`config.mk`:
```
export PLATFORM = sky130hd
export DESIGN_NAME = flow_session_tracker
export DESIGN_NICKNAME = d
export VERILOG_FILES = /design/src/rtl/core/fst_pkg.sv /design/src/rtl/core/flow_session_tracker.sv
export SDC_FILE = /design/constraint.sdc
export NUM_CORES = 2
export LEC_CHECK = 0
export BUFFER_PORTS_ARGS = -buffer_cell sky130_fd_sc_hd__buf_2
export CORE_MARGIN = 2
export CORE_UTILIZATION = 64
export DETAILED_ROUTE_END_ITERATION = 10
export PLACE_DENSITY = 0.87
export SETUP_SLACK_MARGIN = 0.2
export SYNTH_ARGS = -nofsm -noshare
export SYNTH_HDL_FRONTEND = slang
export SYNTH_SLANG_ARGS = --single-unit
```
`constraint.sdc`:
```
create_clock -name clk_i -period 24.8 [get_ports clk_i]
set_input_delay 0 -clock clk_i [delete_from_list [all_inputs] [get_ports clk_i]]
set_output_delay 0 -clock clk_i [all_outputs]
set_load 0.005 [all_outputs]
```
`src/rtl/core/fst_pkg.sv`:
```
// Shared widths, codes and pipeline types of the flow session tracker.
// Depends on nothing; imported by the tracker and its checker.
package fst_pkg;

  localparam int RATE_W       = 20;
  localparam int WORD_W       = 32;
  localparam int LEAK_W       = 2;
  localparam int CFG_IDX_W    = 2;
  localparam int CFG_DATA_W   = 23;
  localparam int TIMEOUT_MS_W = 33;
  localparam int MS_PER_S     = 1000;

  // Register indexes of the configuration port.
  localparam logic [CFG_IDX_W-1:0] CFG_ENABLE    = 2'd0;
  localparam logic [CFG_IDX_W-1:0] CFG_TIMEOUT   = 2'd1;
  localparam logic [CFG_IDX_W-1:0] CFG_THRESHOLD = 2'd2;

  localparam logic [TIMEOUT_MS_W-1:0] TIMEOUT_MS_RESET = 33'd90000;
  localparam logic [RATE_W-1:0]       THRESHOLD_RESET  = 20'd500;
  localparam logic [RATE_W-1:0]       LEAK_MIN         = 20'd1;

  // x / 1000 == (x * DIV1000_MAGIC) >> DIV1000_SHIFT, exact for every 32-bit x.
  localparam logic [WORD_W-1:0] DIV1000_MAGIC = 32'd274877907;
  localparam int                DIV1000_SHIFT = 38;

  typedef enum logic [2:0] {
    PH_IDLE   = 3'b001,
    PH_ACTIVE = 3'b010,
    PH_ENDING = 3'b100
  } phase_e;

  // Result as it leaves the session logic, before the divide.
  typedef struct packed {
    logic              done;
    logic [WORD_W-1:0] number;
    logic [WORD_W-1:0] start_s;
    logic [WORD_W-1:0] end_s;
    logic [WORD_W-1:0] dur;
    logic [WORD_W-1:0] flow_ms;
    logic [WORD_W-1:0] vol_out;
    logic [WORD_W-1:0] vol_in;
    logic [RATE_W-1:0] max_out;
    logic [RATE_W-1:0] peak_in;
    logic [LEAK_W-1:0] leak;
  } s1_t;

  // Result after the divide, flow time in seconds.
  typedef struct packed {
    logic              done;
    logic [WORD_W-1:0] number;
    logic [WORD_W-1:0] start_s;
    logic [WORD_W-1:0] end_s;
    logic [WORD_W-1:0] dur;
    logic [WORD_W-1:0] fts;
    logic [WORD_W-1:0] vol_out;
    logic [WORD_W-1:0] vol_in;
    logic [RATE_W-1:0] max_out;
    logic [RATE_W-1:0] peak_in;
    logic [LEAK_W-1:0] leak;
  } s2_t;

endpackage

```
`src/rtl/core/flow_session_tracker.sv`:
```
// Flow session tracker: session state machine and a three-stage result pipeline.
// Depends on fst_pkg.

// The tracker takes one sample per cycle while in_ready_o is high and returns exactly
// one result word per sample, valid on out_valid_o once it has passed the s1, s2 and
// out registers. The session state (phase, start snapshot, peaks, flow time) is
// updated in the cycle a sample is accepted, so consecutive samples need no gap. The
// result then passes a stage that multiplies the accumulated flow milliseconds by a
// reciprocal of 1000 to give the flow time in seconds, and a final stage that forms
// the idle time. Backpressure from the output propagates through the pipeline valid
// bits to in_ready_o. Configuration writes take effect at once and must only be
// issued while no sample is in flight; clearing enable drops an open session.
module flow_session_tracker (
  input  logic                           clk_i,
  input  logic                           rst_ni,
  input  logic                           cfg_we_i,
  input  logic [fst_pkg::CFG_IDX_W-1:0]  cfg_idx_i,
  input  logic [fst_pkg::CFG_DATA_W-1:0] cfg_wdata_i,
  input  logic                           in_valid_i,
  output logic                           in_ready_o,
  input  logic [fst_pkg::RATE_W-1:0]     rate_out_i,
  input  logic [fst_pkg::RATE_W-1:0]     rate_in_i,
  input  logic [fst_pkg::WORD_W-1:0]     total_out_i,
  input  logic [fst_pkg::WORD_W-1:0]     total_in_i,
  input  logic [fst_pkg::WORD_W-1:0]     now_ms_i,
  input  logic [fst_pkg::WORD_W-1:0]     now_s_i,
  output logic                           out_valid_o,
  input  logic                           out_ready_i,
  output logic                           session_done_o,
  output logic [fst_pkg::WORD_W-1:0]     session_number_o,
  output logic [fst_pkg::WORD_W-1:0]     start_time_o,
  output logic [fst_pkg::WORD_W-1:0]     end_time_o,
  output logic [fst_pkg::WORD_W-1:0]     sess_dur_o,
  output logic [fst_pkg::WORD_W-1:0]     flow_time_s_o,
  output logic [fst_pkg::WORD_W-1:0]     idle_secs_o,
  output logic [fst_pkg::WORD_W-1:0]     volume_out_o,
  output logic [fst_pkg::WORD_W-1:0]     volume_in_o,
  output logic [fst_pkg::RATE_W-1:0]     max_out_o,
  output logic [fst_pkg::RATE_W-1:0]     peak_in_o,
  output logic [fst_pkg::LEAK_W-1:0]     leak_flags_o
);
  import fst_pkg::*;

  // Configuration.
  logic                    enable_q;
  logic [TIMEOUT_MS_W-1:0] timeout_ms_q;
  logic [RATE_W-1:0]       thr_q;

  // Session state.
  phase_e            phase_q, phase_d;
  logic [WORD_W-1:0] counter_q, counter_d;
  logic [WORD_W-1:0] start_s_q, start_s_d;
  logic [WORD_W-1:0] start_out_q, start_out_d;
  logic [WORD_W-1:0] start_in_q, start_in_d;
  logic [RATE_W-1:0] max_out_q, max_out_d;
  logic [RATE_W-1:0] peak_in_q, peak_in_d;
  logic [WORD_W-1:0] seg_ms_q, seg_ms_d;
  logic [WORD_W-1:0] flow_ms_q, flow_ms_d;
  logic [WORD_W-1:0] end_ms_q, end_ms_d;

  // Pipeline.
  logic              s1_v_q, s2_v_q, out_v_q;
  s1_t               s1_q, s1_d;
  s2_t               s2_q, out_q;
  logic [WORD_W-1:0] out_idle_q;
  logic [2*WORD_W-1:0] prod;
  logic              out_load, s2_load, s1_load, accept;

  logic              flow, done, cfg_off;
  logic [WORD_W-1:0] elapsed_ms;

  assign out_load   = !out_v_q || out_ready_i;
  assign s2_load    = !s2_v_q || out_load;
  assign s1_load    = !s1_v_q || s2_load;
  assign in_ready_o = s1_load;
  assign accept     = in_valid_i && s1_load;

  assign flow       = (rate_out_i > thr_q) || (rate_in_i > thr_q);
  assign elapsed_ms = now_ms_i - end_ms_q;
  assign cfg_off    = cfg_we_i && (cfg_idx_i == CFG_ENABLE) && !cfg_wdata_i[0];

  always_comb begin
    phase_d     = phase_q;
    counter_d   = counter_q;
    start_s_d   = start_s_q;
    start_out_d = start_out_q;
    start_in_d  = start_in_q;
    max_out_d   = max_out_q;
    peak_in_d   = peak_in_q;
    seg_ms_d    = seg_ms_q;
    flow_ms_d   = flow_ms_q;
    end_ms_d    = end_ms_q;
    done        = 1'b0;
    if (!enable_q) begin
      phase_d = PH_IDLE;
    end else begin
      unique case (phase_q)
        PH_ACTIVE: begin
          if (rate_out_i > max_out_q) max_out_d = rate_out_i;
          if (rate_in_i > peak_in_q) peak_in_d = rate_in_i;
          if (!flow) begin
            flow_ms_d = flow_ms_q + (now_ms_i - seg_ms_q);
            end_ms_d  = now_ms_i;
            phase_d   = PH_ENDING;
          end
        end
        PH_ENDING: begin
          if (flow) begin
            seg_ms_d = now_ms_i;
            phase_d  = PH_ACTIVE;
            if (rate_out_i > max_out_q) max_out_d = rate_out_i;
            if (rate_in_i > peak_in_q) peak_in_d = rate_in_i;
          end else if ({1'b0, elapsed_ms} >= timeout_ms_q) begin
            done      = 1'b1;
            counter_d = counter_q + 32'd1;
            phase_d   = PH_IDLE;
          end
        end
        default: begin
          if (flow) begin
            phase_d     = PH_ACTIVE;
            start_s_d   = now_s_i;
            start_out_d = total_out_i;
            start_in_d  = total_in_i;
            max_out_d   = rate_out_i;
            peak_in_d   = rate_in_i;
            flow_ms_d   = '0;
            seg_ms_d    = now_ms_i;
          end
        end
      endcase
    end
  end

  // Session fields come from the state before this sample; all zero unless it closed.
  always_comb begin
    s1_d = '0;
    if (done) begin
      s1_d.done     = 1'b1;
      s1_d.number   = counter_q;
      s1_d.start_s  = start_s_q;
      s1_d.end_s    = now_s_i;
      s1_d.dur      = (now_s_i > start_s_q) ? now_s_i - start_s_q : '0;
      s1_d.flow_ms  = flow_ms_q;
      s1_d.vol_out  = (total_out_i > start_out_q) ? total_out_i - start_out_q : '0;
      s1_d.vol_in   = (total_in_i > start_in_q) ? total_in_i - start_in_q : '0;
      s1_d.max_out  = max_out_q;
      s1_d.peak_in  = peak_in_q;
    end
    if (phase_d == PH_IDLE) begin
      s1_d.leak[0] = (rate_out_i > LEAK_MIN) && (rate_out_i < thr_q);
      s1_d.leak[1] = (rate_in_i > LEAK_MIN) && (rate_in_i < thr_q);
    end
  end

  assign prod = {{WORD_W{1'b0}}, s1_q.flow_ms} * {{WORD_W{1'b0}}, DIV1000_MAGIC};

  always_ff @(posedge clk_i or negedge rst_ni) begin
    if (!rst_ni) begin
      enable_q     <= 1'b1;
      timeout_ms_q <= TIMEOUT_MS_RESET;
      thr_q        <= THRESHOLD_RESET;
      phase_q      <= PH_IDLE;
      counter_q    <= '0;
      start_s_q    <= '0;
      start_out_q  <= '0;
      start_in_q   <= '0;
      max_out_q    <= '0;
      peak_in_q    <= '0;
      seg_ms_q     <= '0;
      flow_ms_q    <= '0;
      end_ms_q     <= '0;
      s1_v_q       <= 1'b0;
      s2_v_q       <= 1'b0;
      out_v_q      <= 1'b0;
    end else begin
      // Clearing enable forces idle and takes precedence over a sample.
      if (cfg_off) begin
        phase_q <= PH_IDLE;
      end else if (accept) begin
        phase_q <= phase_d;
      end
      if (accept) begin
        counter_q   <= counter_d;
        start_s_q   <= start_s_d;
        start_out_q <= start_out_d;
        start_in_q  <= start_in_d;
        max_out_q   <= max_out_d;
        peak_in_q   <= peak_in_d;
        seg_ms_q    <= seg_ms_d;
        flow_ms_q   <= flow_ms_d;
        end_ms_q    <= end_ms_d;
      end
      if (cfg_we_i) begin
        unique case (cfg_idx_i)
          CFG_ENABLE: begin
            enable_q <= cfg_wdata_i[0];
          end
          CFG_TIMEOUT: begin
            timeout_ms_q <= TIMEOUT_MS_W'(cfg_wdata_i) * TIMEOUT_MS_W'(MS_PER_S);
          end
          CFG_THRESHOLD: begin
            thr_q <= cfg_wdata_i[RATE_W-1:0];
          end
          default: begin
          end
        endcase
      end
      if (s1_load) s1_v_q <= in_valid_i;
      if (s2_load) s2_v_q <= s1_v_q;
      if (out_load) out_v_q <= s2_v_q;
    end
  end

  always_ff @(posedge clk_i) begin
    if (accept) s1_q <= s1_d;
    if (s2_load) begin
      s2_q.done     <= s1_q.done;
      s2_q.number   <= s1_q.number;
      s2_q.start_s  <= s1_q.start_s;
      s2_q.end_s    <= s1_q.end_s;
      s2_q.dur      <= s1_q.dur;
      s2_q.fts      <= WORD_W'(prod >> DIV1000_SHIFT);
      s2_q.vol_out  <= s1_q.vol_out;
      s2_q.vol_in   <= s1_q.vol_in;
      s2_q.max_out  <= s1_q.max_out;
      s2_q.peak_in  <= s1_q.peak_in;
      s2_q.leak     <= s1_q.leak;
    end
    if (out_load) begin
      out_q      <= s2_q;
      out_idle_q <= (s2_q.dur > s2_q.fts) ? s2_q.dur - s2_q.fts : '0;
    end
  end

  assign out_valid_o      = out_v_q;
  assign session_done_o   = out_q.done;
  assign session_number_o = out_q.number;
  assign start_time_o     = out_q.start_s;
  assign end_time_o       = out_q.end_s;
  assign sess_dur_o       = out_q.dur;
  assign flow_time_s_o    = out_q.fts;
  assign idle_secs_o      = out_idle_q;
  assign volume_out_o     = out_q.vol_out;
  assign volume_in_o      = out_q.vol_in;
  assign max_out_o        = out_q.max_out;
  assign peak_in_o        = out_q.peak_in;
  assign leak_flags_o     = out_q.leak;

endmodule

```
# Word-level counts from Yosys, hierarchy flattened
# Index checks and enable logic that the tools add are counted.
dict set report totals {
  reg_bits 1136
  input_bits 198
  out_inout_bits 301
  elab_cells 140
}
dict set report op_classes {
  addsub 8
  multipliers 2
  order_cmp 13
  n_eq_ne 7
  muxes 27
  bitwise 4
  n_reduce_logical 29
}
# cell n
set op_table {}
lappend op_table {{$mux W265} 1}
lappend op_table {{$mux W32} 5}
lappend op_table {{$sub A32 B32 Y32} 5}
lappend op_table {{$mux W20} 6}
lappend op_table {{$gt A32 B32 Y1} 3}
lappend op_table {{$gt A20 B20 Y1} 4}
lappend op_table {{$pmux W20 S2} 2}
lappend op_table {{$pmux W32 S2} 1}
lappend op_table {{$mul A32 B29 Y61 const B} 1}
lappend op_table {{$gt A20 B1 Y1 const B} 2}
lappend op_table {{$lt A20 B20 Y1} 2}
lappend op_table {{$ge A32 B33 Y1} 1}
lappend op_table {{$add A32 B1 Y32 const B} 1}
lappend op_table {{$add A32 B32 Y32} 1}
lappend op_table {{$gt A32 B23 Y1} 1}
lappend op_table {{$sub A32 B23 Y32} 1}
lappend op_table {{$mul A23 B7 Y30 const B} 1}
lappend op_table {{$mux W3} 7}
lappend op_table {{$reduce_and A4 Y1} 4}
lappend op_table {{$reduce_and A2 Y1} 6}
lappend op_table {{$reduce_and A5 Y1} 2}
lappend op_table {{$pmux W3 S2} 1}
lappend op_table {{$logic_and A1 B1 Y1} 5}
lappend op_table {{$logic_not A1 Y1} 4}
lappend op_table {{other kinds (12)} 23}

# Depth between registers and ports, before layout
dict set report logic_depth {
  ltp_word 8
  depth_mapped 25
  ltp_nobuf 25
}

# Worst setup path before layout
# Ideal clock, no wire load.
dict set report synth_timing {
  path_kind {register to register}
  startpoint {reg out_v_q (netlist: out_valid_o)}
  endpoint {reg start_in_q[0]}
  setup_time_ns 0.125
  t_arrival_ns 11.137
  required_time_ns 24.675
  slack_ns 13.539
  stages_incl_launch_ff 10
  n_path_buf 3
  period_less_slack_ns 11.261
  cell_sequence {dfrtp_1 -> nor2b_1 -> nand3_1 -> and2_1 -> clkbuf_1 -> nand2_1 -> and3b_1 -> clkbuf_1 -> clkbuf_1 -> mux2_2}
}
dict set report synth_between {
  elab_chain_cells 6
}
# item line_no
set synth_lines {}
lappend synth_lines {{start: declaration} flow_session_tracker.sv:62} ;# logic s1_v_q, s2_v_q, out_v_q;
lappend synth_lines {{start signal: assignment} flow_session_tracker.sv:211} ;# if (out_load) out_v_q <= s2_v_q;
lappend synth_lines {{$logic_not A1 Y1} flow_session_tracker.sv:72} ;# assign out_load = !out_v_q || out_ready_i;
lappend synth_lines {{$logic_or A1 B1 Y1} flow_session_tracker.sv:72}
lappend synth_lines {{$logic_or A1 B1 Y1} flow_session_tracker.sv:73} ;# assign s2_load = !s2_v_q || out_load;
lappend synth_lines {{$logic_or A1 B1 Y1} flow_session_tracker.sv:74} ;# assign s1_load = !s1_v_q || s2_load;
lappend synth_lines {{net in_ready_o} flow_session_tracker.sv:20} ;# output logic in_ready_o,
lappend synth_lines {{$logic_and A1 B1 Y1} flow_session_tracker.sv:76} ;# assign accept = in_valid_i && s1_load;
lappend synth_lines {{net accept} flow_session_tracker.sv:67} ;# logic out_load, s2_load, s1_load, accept;
lappend synth_lines {{$reduce_and A4 Y1 (no line)} -}
lappend synth_lines {{end signal: assignment} flow_session_tracker.sv:187} ;# start_in_q <= start_in_d;
lappend synth_lines {{end: declaration} flow_session_tracker.sv:54} ;# logic [WORD_W-1:0] start_in_q, start_in_d;
# The timed path passes the listed nets, and every way through them passes these cells.
# A chain may end at the register's enable or synchronous reset.

# Final worst setup path
dict set report layout_timing {
  startpoint {reg end_ms_q[1]}
  endpoint {reg s1_q[168] (netlist bit) (data pin)}
}
dict set report layout_between {
  elab_chain_cells 7
}
# item line_no
set layout_lines {}
lappend layout_lines {{start: declaration} flow_session_tracker.sv:59} ;# logic [WORD_W-1:0] end_ms_q, end_ms_d;
lappend layout_lines {{start signal: assignment} flow_session_tracker.sv:192} ;# end_ms_q <= end_ms_d;
lappend layout_lines {{$sub A32 B32 Y32} flow_session_tracker.sv:79} ;# assign elapsed_ms = now_ms_i - end_ms_q;
lappend layout_lines {{$ge A32 B33 Y1} flow_session_tracker.sv:113} ;# end else if ({1'b0, elapsed_ms} >= timeout_ms_q) begin
lappend layout_lines {{$mux W1} flow_session_tracker.sv:113}
lappend layout_lines {{$mux W1} flow_session_tracker.sv:108} ;# if (flow) begin
lappend layout_lines {{$mux W1} flow_session_tracker.sv:97} ;# unique case (phase_q)
lappend layout_lines {{$mux W1} flow_session_tracker.sv:94} ;# if (!enable_q) begin
lappend layout_lines {{$reduce_and A2 Y1 (no line)} -}
lappend layout_lines {{end signal: assignment} flow_session_tracker.sv:216} ;# if (accept) s1_q <= s1_d;
lappend layout_lines {{end: declaration} flow_session_tracker.sv:63} ;# s1_t s1_q, s1_d;
# No other way between the ends.

==> results by group <==
Run status
  • Status: finished with violations
  • Failing checks: negative hold slack

Synthesis
  • FFs w/ async S/R, synth: 0.283
  • Synth top area share: 0.355
  • Post-synth cell types: 91
  • Post-synth EDFFs: 815
  • Area contributors post-synth: edfxtp_1 35%, ha_1 14%, fa_1 12%, dfrtp_1 11%, inv_1 5.6%
  • YS warnings: 0
  • Main flop type after synthesis: edfxtp_1
  • Mapped cell area: 69,000 um^2
  • Post-Syn Instances: 5,746
  • Syn avg cell area: 12.0 um^2
  • Seq/Total Area, Yosys: 0.471
  • Synthesized flop and latch total: 1,136
  • Most common cell in the netlist: inv_1
  • Commonest cells in the netlist: 1,038 x inv_1, 815 x edfxtp_1, 747 x ha_1, 415 x fa_1, 304 x dfrtp_1
  • Largest area contributor in the netlist: edfxtp_1

Timing
  • Total Negative Setup Slacks: 0 ns
  • Hold Slack: -0.0156 ns
  • Skew final: 0.0575 ns
  • Max-slew headroom: 0.153
  • Slew Limit Fails: 0
  • Least-Margin Pin Slew: 1.27 ns
  • FMAX: 126 MHz
  • Tcrit/Tclk final: 0.320
  • Unrepaired setup endpoints after global routing: no
  • Final worst path period need: 7.94 ns
  • Endpoints failing setup: 0
  • Fin. Hold Viols: 17
  • Final WS setup: 16.86 ns

Setup path
  • CP max FO: 63
  • CP startpoint kind: flop
  • CP endpoint kind: flop
  • Crit path DAT: 8.43 ns
  • Setup CP Type: reg -> reg
  • CP required: 25.29 ns
  • RR Endpoint: s1_q[168]
  • Worst R2R Start: end_ms_q[1]
  • R2R setup slack: 16.86 ns
  • Worst R2R Path Depth: 23

Clock tree
  • CTS tree: yes
  • Clock buffer depth: 3
  • Num Clock Sinks: 1,136
  • Root Buffer: clkbuf_16
  • Clock Latency Late Sink: 0.74 ns
  • Cts bufs inserted: 110
  • Htree depth: 3
  • Clk pin slew, worst setup/hold paths: 0.06 ns
  • Post-CTS setup buffers: 0

Die
  • Io pins: 499
  • Rows: 120
  • Initial Util: 0.644
  • Die Area: 110,000 um^2
  • Die span in x: 332 um
  • Die H: 332 um
  • Core Footprint: 107,000 um^2

Global routing
  • Vias in the first global route: 49,500
  • GRT Util Overall: 0.330
  • Initial antenna violation count: 27
  • GRT Residual Overflow: 0
  • First-pass GRT wire length: 281 mm
  • Largest net degree at the start of global routing: 159

Routing
  • Via density: 5.97
  • 1st-pass router iterations: 8
  • WL/cell: 22.8 um
  • DRC viols: 0
  • First DRT Iteration DRCs: 4,390
  • ANT nets after route: 0
  • Total number of vias: 47,600
  • Final WL: 182 mm

Place
  • Post-place setup slack: 16.86 ns
  • Routability congestion estimate: 0.961
  • DPL Wire Length: 125 mm
  • Buffers added on ports: 489

Min path
  • Worst Hold Class: in -> async

Power
  • Static Leakage: 36.6 nW
  • Worst VDD drop: 182 uV
  • PwrDens: 120 nW/um^2
  • Total power: 9.48 mW

Final layout
  • Largest register FFs: 267
  • Final core utilization: 0.735
  • Area occupied by multi-input gates: 32,100 um^2
  • Most flop-heavy register: s1_q
  • Layout cells sized above 1: 0.131
  • Reg area: 32,500 um^2
  • Largest regs: s1_q x267, s2_q x258
  • Area Overhead vs Synth: 14.1%
  • Layout Nets: 7,808
  • Filler cell count: 6,647

Job
  • Max Cap Viol: 0
logic make-up after synthesis:
group                      Yosys count  synth area share
AOI/OAI and AO/OA                  881            0.0833
xor gates and xnor gates           214            0.0272
adders and majority gates         1162             0.256
buffers and inverters             1173            0.0650
DFF                               1136             0.471
muxes                              110            0.0179
other                                1         0.0000544
and+or+nand+nor                   1069            0.0792
placed cells by master (no fill, tap or decap), drive strengths merged, types with 41 or more instances in the layout:
cell         count
inv           1045
edfxtp         815
ha             747
buf            515
fa             415
dfrtp          304
o21ai          257
nand2          254
nor2           233
dlygate4sd3    201
a21oi          192
a21o           144
clkbuf         144
nor4           127
xnor2          126
mux2           107
xor2            88
and2            83
nor3            72
nand3           56
nand4           55
nor2b           46
o21a            45
and3            41
layer usage:
metal	GRT usage	wire length [um]
met1	0.410	68300
met2	0.543	86000
met3	0.0690	15600
met4	0.180	11500
met5	0	21
layout make-up:
| class | count | share of cell area |
|---|---|---|
| inverter | 1039 | 0.0497 |
| tap | 1403 | 0.0223 |
| multi-input combinational | 3445 | 0.408 |
| timing repair buffer | 716 | 0.0597 |
| clock inverter | 65 | 0.00914 |
| clock buffer | 144 | 0.0375 |
| sequential | 1136 | 0.413 |
| antenna | 24 | 0.000763 |
stage by stage:
stage | area [um^2] | std cells
5_1_grt | 78700 | 7969
4_1_cts | 78600 | 7948
3_5_place_dp | 73000 | 7538
2_1_floorplan | 69000 | 5754
3_3_place_gp | 73000 | 7538
6_report | 78700 | 7972
critical path, cell delays in order, from the launching register on:
cell      delay (ns)
dfrtp_1         0.35
inv_1           0.07
ha_1            0.24
nor2b_1         0.16
o31a_1          0.29
o21ai_0         0.35
a21oi_1         0.19
o21a_1          0.24
o31a_1          0.30
o211a_1         0.27
a311oi_1        0.34
xnor2_1         0.14
ha_1            0.33
nand4b_1        0.17
nor2_1          0.15
nand4_1         0.15
nor3_1          0.35
a211oi_1        0.11
a21oi_1         0.37
nand3_4         0.15
nor3_2          0.64
buf_4           0.65
nand3_1         1.07
nor4_1          0.60
how the worst max path moves through the flow:
stage	endpoint	slack (ns)	start	cells past startpoint
after CTS	s1_q[168]	16.84	end_ms_q[1]	23
after detailed placement	s1_q[168]	16.86	end_ms_q[1]	23
final	s1_q[168]	16.86	end_ms_q[1]	23
after global routing	s1_q[168]	16.38	end_ms_q[1]	23
after floorplan	start_in_q[0]	13.54	out_valid_o	9
after global placement	s2_q[125]	17.03	s1_q[114]	24
power breakdown:
| group | internal [mW] | total [mW] | switching, mW | leakage (nW) |
|---|---|---|---|---|
| clock | 0.953 | 1.72 | 0.764 | 1.76 |
| combinational | 2.13 | 5.08 | 2.95 | 22.5 |
| sequential | 2.49 | 2.69 | 0.198 | 12.3 |
timing repair:
item | CTS | global route
gates resized for setup | 0 | 0
hold buffers | 201 | 0
hold endpoints to repair | 537 | 0
endpoints found under the setup margin | 0 | 0
(Power assumes the default switching activity.)
